`src/fixed_point_alu_unit_assert.svh`:
```
// assertion macros shared by the alu pipeline
`ifndef FIXED_POINT_ALU_UNIT_ASSERT_SVH
`define FIXED_POINT_ALU_UNIT_ASSERT_SVH
`ifndef SYNTHESIS
// antecedent implies consequent in the same cycle
`define FPA_ASSERT_IMPL(lbl, ck, rn, ante, cons) \
  lbl: assert property (@(posedge ck) disable iff (!rn) (ante) |-> (cons)) \
    else $error("fixed point alu check failed");
// condition never holds out of reset
`define FPA_ASSERT_NEVER(lbl, ck, rn, cond) \
  lbl: assert property (@(posedge ck) disable iff (!rn) !(cond)) \
    else $error("fixed point alu check failed");
`else
`define FPA_ASSERT_IMPL(lbl, ck, rn, ante, cons)
`define FPA_ASSERT_NEVER(lbl, ck, rn, cond)
`endif
`endif

```
`src/fpa_pkg.sv`:
```
// ----------------------------------------------------------------------------
// fpa_pkg
// command codes and shared types of the fixed point alu
// ----------------------------------------------------------------------------
`default_nettype none
package fpa_pkg;

  typedef enum logic [3:0] {
    CMD_ADD      = 4'd0,
    CMD_SUB      = 4'd1,
    CMD_MUL      = 4'd2,
    CMD_DIV      = 4'd3,
    CMD_LT       = 4'd4,
    CMD_GT       = 4'd5,
    CMD_LE       = 4'd6,
    CMD_GE       = 4'd7,
    CMD_EQ       = 4'd8,
    CMD_NE       = 4'd9,
    CMD_MIN      = 4'd10,
    CMD_MAX      = 4'd11,
    CMD_INC      = 4'd12,
    CMD_DEC      = 4'd13,
    CMD_FROM_INT = 4'd14,
    CMD_TO_INT   = 4'd15
  } cmd_t;

  // status bits returned by the multiplier and divider
  typedef struct packed {
    logic saturated;
    logic div_zero;
  } arith_flags_t;

endpackage
`default_nettype wire

```
`src/fpa_mul.sv`:
```
// ----------------------------------------------------------------------------
// fpa_mul
// two stage signed fixed point multiply, round half away, saturate
// ----------------------------------------------------------------------------
`default_nettype none
module fpa_mul #(
  parameter int DATA_WIDTH    = 32,
  parameter int FRACTION_BITS = 8
) (
  input  wire                            clk,
  input  wire  logic signed [DATA_WIDTH-1:0] a,
  input  wire  logic signed [DATA_WIDTH-1:0] b,
  output logic signed [DATA_WIDTH-1:0]       value,
  output fpa_pkg::arith_flags_t              flags
);

  localparam int PW = 2 * DATA_WIDTH + 1;
  localparam logic [PW-1:0] LIM_POS = {(DATA_WIDTH + 2)'(0), {(DATA_WIDTH - 1){1'b1}}};
  localparam logic [PW-1:0] LIM_NEG = LIM_POS + PW'(1);
  localparam logic [PW-1:0] HALF    = PW'(1) << (FRACTION_BITS - 1);

  logic [DATA_WIDTH-1:0]   a_mag, b_mag;
  logic [2*DATA_WIDTH-1:0] prod_r;
  logic                    neg_r;
  logic [PW-1:0]           rnd, q, lim, m;
  logic                    sat;
  logic signed [DATA_WIDTH-1:0] value_r;
  logic                    sat_r;

  // operand magnitudes
  assign a_mag = a[DATA_WIDTH-1] ? DATA_WIDTH'(-a) : DATA_WIDTH'(a);
  assign b_mag = b[DATA_WIDTH-1] ? DATA_WIDTH'(-b) : DATA_WIDTH'(b);

  // stage one: magnitude product
  always_ff @(posedge clk) begin
    prod_r <= a_mag * b_mag;
    neg_r  <= a[DATA_WIDTH-1] ^ b[DATA_WIDTH-1];
  end

  // stage two: round, clamp, apply sign
  assign rnd = {1'b0, prod_r} + HALF;
  assign q   = rnd >> FRACTION_BITS;
  assign lim = neg_r ? LIM_NEG : LIM_POS;
  assign sat = q > lim;
  assign m   = sat ? lim : q;

  always_ff @(posedge clk) begin
    value_r <= neg_r ? DATA_WIDTH'(-m[DATA_WIDTH-1:0]) : m[DATA_WIDTH-1:0];
    sat_r   <= sat;
  end

  assign value           = value_r;
  assign flags.saturated = sat_r;
  assign flags.div_zero  = 1'b0;

endmodule
`default_nettype wire

```
`config.mk`:
```
export PLATFORM = sky130hd
export DESIGN_NAME = fpa_mul
export DESIGN_NICKNAME = d
export VERILOG_FILES = /design/src/fixed_point_alu_unit_assert.svh /design/src/fpa_pkg.sv /design/src/fpa_mul.sv
export SDC_FILE = /design/constraint.sdc
export NUM_CORES = 2
export LEC_CHECK = 0
export ABC_AREA = 1
export BUFFER_PORTS_ARGS = -buffer_cell sky130_fd_sc_hd__buf_2
export CORE_UTILIZATION = 60
export DETAILED_ROUTE_END_ITERATION = 12
export GPL_TIMING_DRIVEN = 1
export PLACE_DENSITY = 0.8
export REMOVE_ABC_BUFFERS = 1
export SYNTH_ARGS = -nofsm -noshare
export SYNTH_HDL_FRONTEND = slang
export SYNTH_SLANG_ARGS = --single-unit
```
`constraint.sdc`:
```
create_clock -name clk -period 19.6 [get_ports clk]
set_input_delay 4.9 -clock clk [delete_from_list [all_inputs] [get_ports clk]]
set_output_delay 4.9 -clock clk [all_outputs]
set_load 0.02 [all_outputs]
```
==> out/qor.txt <==
final setup violation count: 0
initial DRC count: 3356
Post-synth EDFFs: 0
Synth top area share: 44.2%
CTS Hold Bufs: 0
clk root buf: clkbuf_16
CP dominant cell by count: fa_1
setup TNS: 0 ps
Max-Cap Viols: 0
commonest cells after routing, fill and taps aside: 1292 x inv_1, 1134 x nand2_1, 895 x fa_1, 727 x nor2_1, 296 x ha_1
CTS resizes: 0
CP Capture Type: register
Sinks on Clock Net: 91
final hold vios: 0
critical path data required time: 19890 ps
Total Nets Final: 6577
CTS clock-pin slew for the worst setup and hold paths: 60 ps
Die ar.: 68600 sq um
Initial Utilization: 61.1%
initial antenna violation count: 1
Worst setup SP type: input pin
crit-path max FO: 25
global-route wire length before repair: 204000 um
remaining routing DRC violations: 0
Top FF cell, synth: dfxtp_1
vias in the first global route: 37602
fin area: 42200 sq um
data arrival time of the critical path: 15430 ps
Core ar.: 66300 sq um
num rows: 94
worst setup margin: 4460 ps
Mapped Area: 40500 sq um
worst min-delay path category: reg2reg
Die Y: 262 um
slowest cell delay on critical path: 810 ps
R2R Setup Slk: 14150 ps
CTS tree: built
Synth Instances: 5330
fmax: 66.0 MHz
Max-slew headroom: 20.2%
Ports: 99
Seq/Total Area, Yosys: 4.49%
Critical Path Slowest Stage Cell: clkinv_1
syn_area_per_cell: 7.61 sq um
Worst Path Class, Setup: in2reg
antenna violation net count after detailed routing: 0
asr flop ratio synth: 0%
Clock Latency Late Sink: 360 ps
cell taking the most area after synthesis: fa_1
largest net degree at the start of global routing: 63
WL per Instance: 20.6 um
top cells by area, synth: fa_1 44%, inv_1 12%, nand2_1 11%
Syn-to-layout area delta: 4.10%
DP Worst Slack: 4390 ps
share of layout cells above drive strength 1: 4.98%
Routed WL: 127000 um
DP Area: 41900 sq um
total grt overflow: 0
via count: 35213
overall die width: 262 um
DP HPWL: 104000 um
Post-CTS Setup Inserts: 0
Distinct cells, synth: 57
Ys Warns: 0
Placer Congestion: 1.05
RSZ-0062 raised after global routing: no
drt first pass iters: 6
Total GRT Usage: 39.4%
Final Max Tran Viols: 0
WHS: 738 ps
number of H-tree levels: 3
Max clock buf depth: 2
Slew @ Worst Pin: 1200 ps
synthesis-stage register bit count: 91
number of port buffers: 97
routed vias/inst: 5.69
Final period util: 77.3%
min cycle time layout: 15140 ps
outcome: finished clean
commonest non-fill, non-tap cell in the layout: inv_1
total CTS buffers: 9
worst setup skew after layout: 5.88 ps
[metal layers]
metal	global-route usage, %	part of all wire [%]
met1	49.1	36
met2	62.1	44
met3	9.13	12
met4	25.0	7.8
met5	0	0
[metrics by stage]
step	util (%)	cells
2_1_floorplan	-	5151
3_3_place_gp	63.1	6174
3_5_place_dp	63.1	6174
4_1_cts	63.6	6190
5_1_grt	63.6	6190
6_report	63.6	6191
[final cells by class]
cell class              instances  area [sq um]
fillers                      5888         24100
clock inverters                 7          98.8
repair buffers                159           951
diodes                          1          2.50
flip-flops and latches         91          1820
multi-input cells            3745         33100
clock buffers                   9           225
well taps                     864          1080
inverters                    1315          4940
[kinds of logic (layout without fill, tap and decap cells)]
kind of cell    Yosys count  after routing  share of synthesized area [%]
simple gates           2147           2147                           21.6
buf+inv                1494           1490                           14.0
fa+ha+maj              1191           1191                           53.3
compound gates          289            289                           3.97
xor+xnor                116            116                           2.51
flops                    91             91                           4.49
other cells               1              2                        0.00925
mux                       1              1                         0.0278
[state kept, by name, indices dropped and copies added (netlist names)]
name,flops
prod_r,57
neg_r,1
sat_r,1
value,32
[final timing paths]
| kind | startpoint | to | cells past startpoint |
|---|---|---|---|
| hold / removal | prod_r[10] | value[2] | 4 |
| setup reg to reg | neg_r | value[22] | 25 |
| hold reg to reg | prod_r[10] | value[2] | 4 |
| setup / recovery | a[0] | prod_r[59] | 38 |
[Yosys cell counts (5+ instances only)]
cell	instances
inv_2	5
ha_1	296
nand2_2	17
buf_2	11
clkbuf_1	150
nor2_4	11
nand4_1	38
xor2_1	77
a21oi_1	124
nor4_1	13
o21ai_2	5
inv_1	1292
buf_4	6
fa_1	895
o21ai_0	92
nor3_1	27
buf_1	8
nor3_2	5
a31oi_1	10
xnor2_1	39
or2_2	16
nand2_1	1134
o21bai_1	6
o21a_1	14
o21ai_1	13
clkinv_1	18
nand3b_1	20
dfxtp_1	91
o211ai_1	6
nor2_1	727
nand3_1	109
nor2_2	10
[critical path: cells and delay by family]
| kind | cells | cell delay [ps] |
|---|---|---|
| buffers and inverters | 10 | 2240 |
| xor gates and xnor gates | 2 | 330 |
| and+or+nand+nor | 14 | 2560 |
| adders and majority gates | 10 | 4720 |
| AOI/OAI and AO/OA | 2 | 630 |
Power is left out: the tool's default activity adds up to more than one toggle a clock period on the data nets, which glitch-free logic cannot reach.
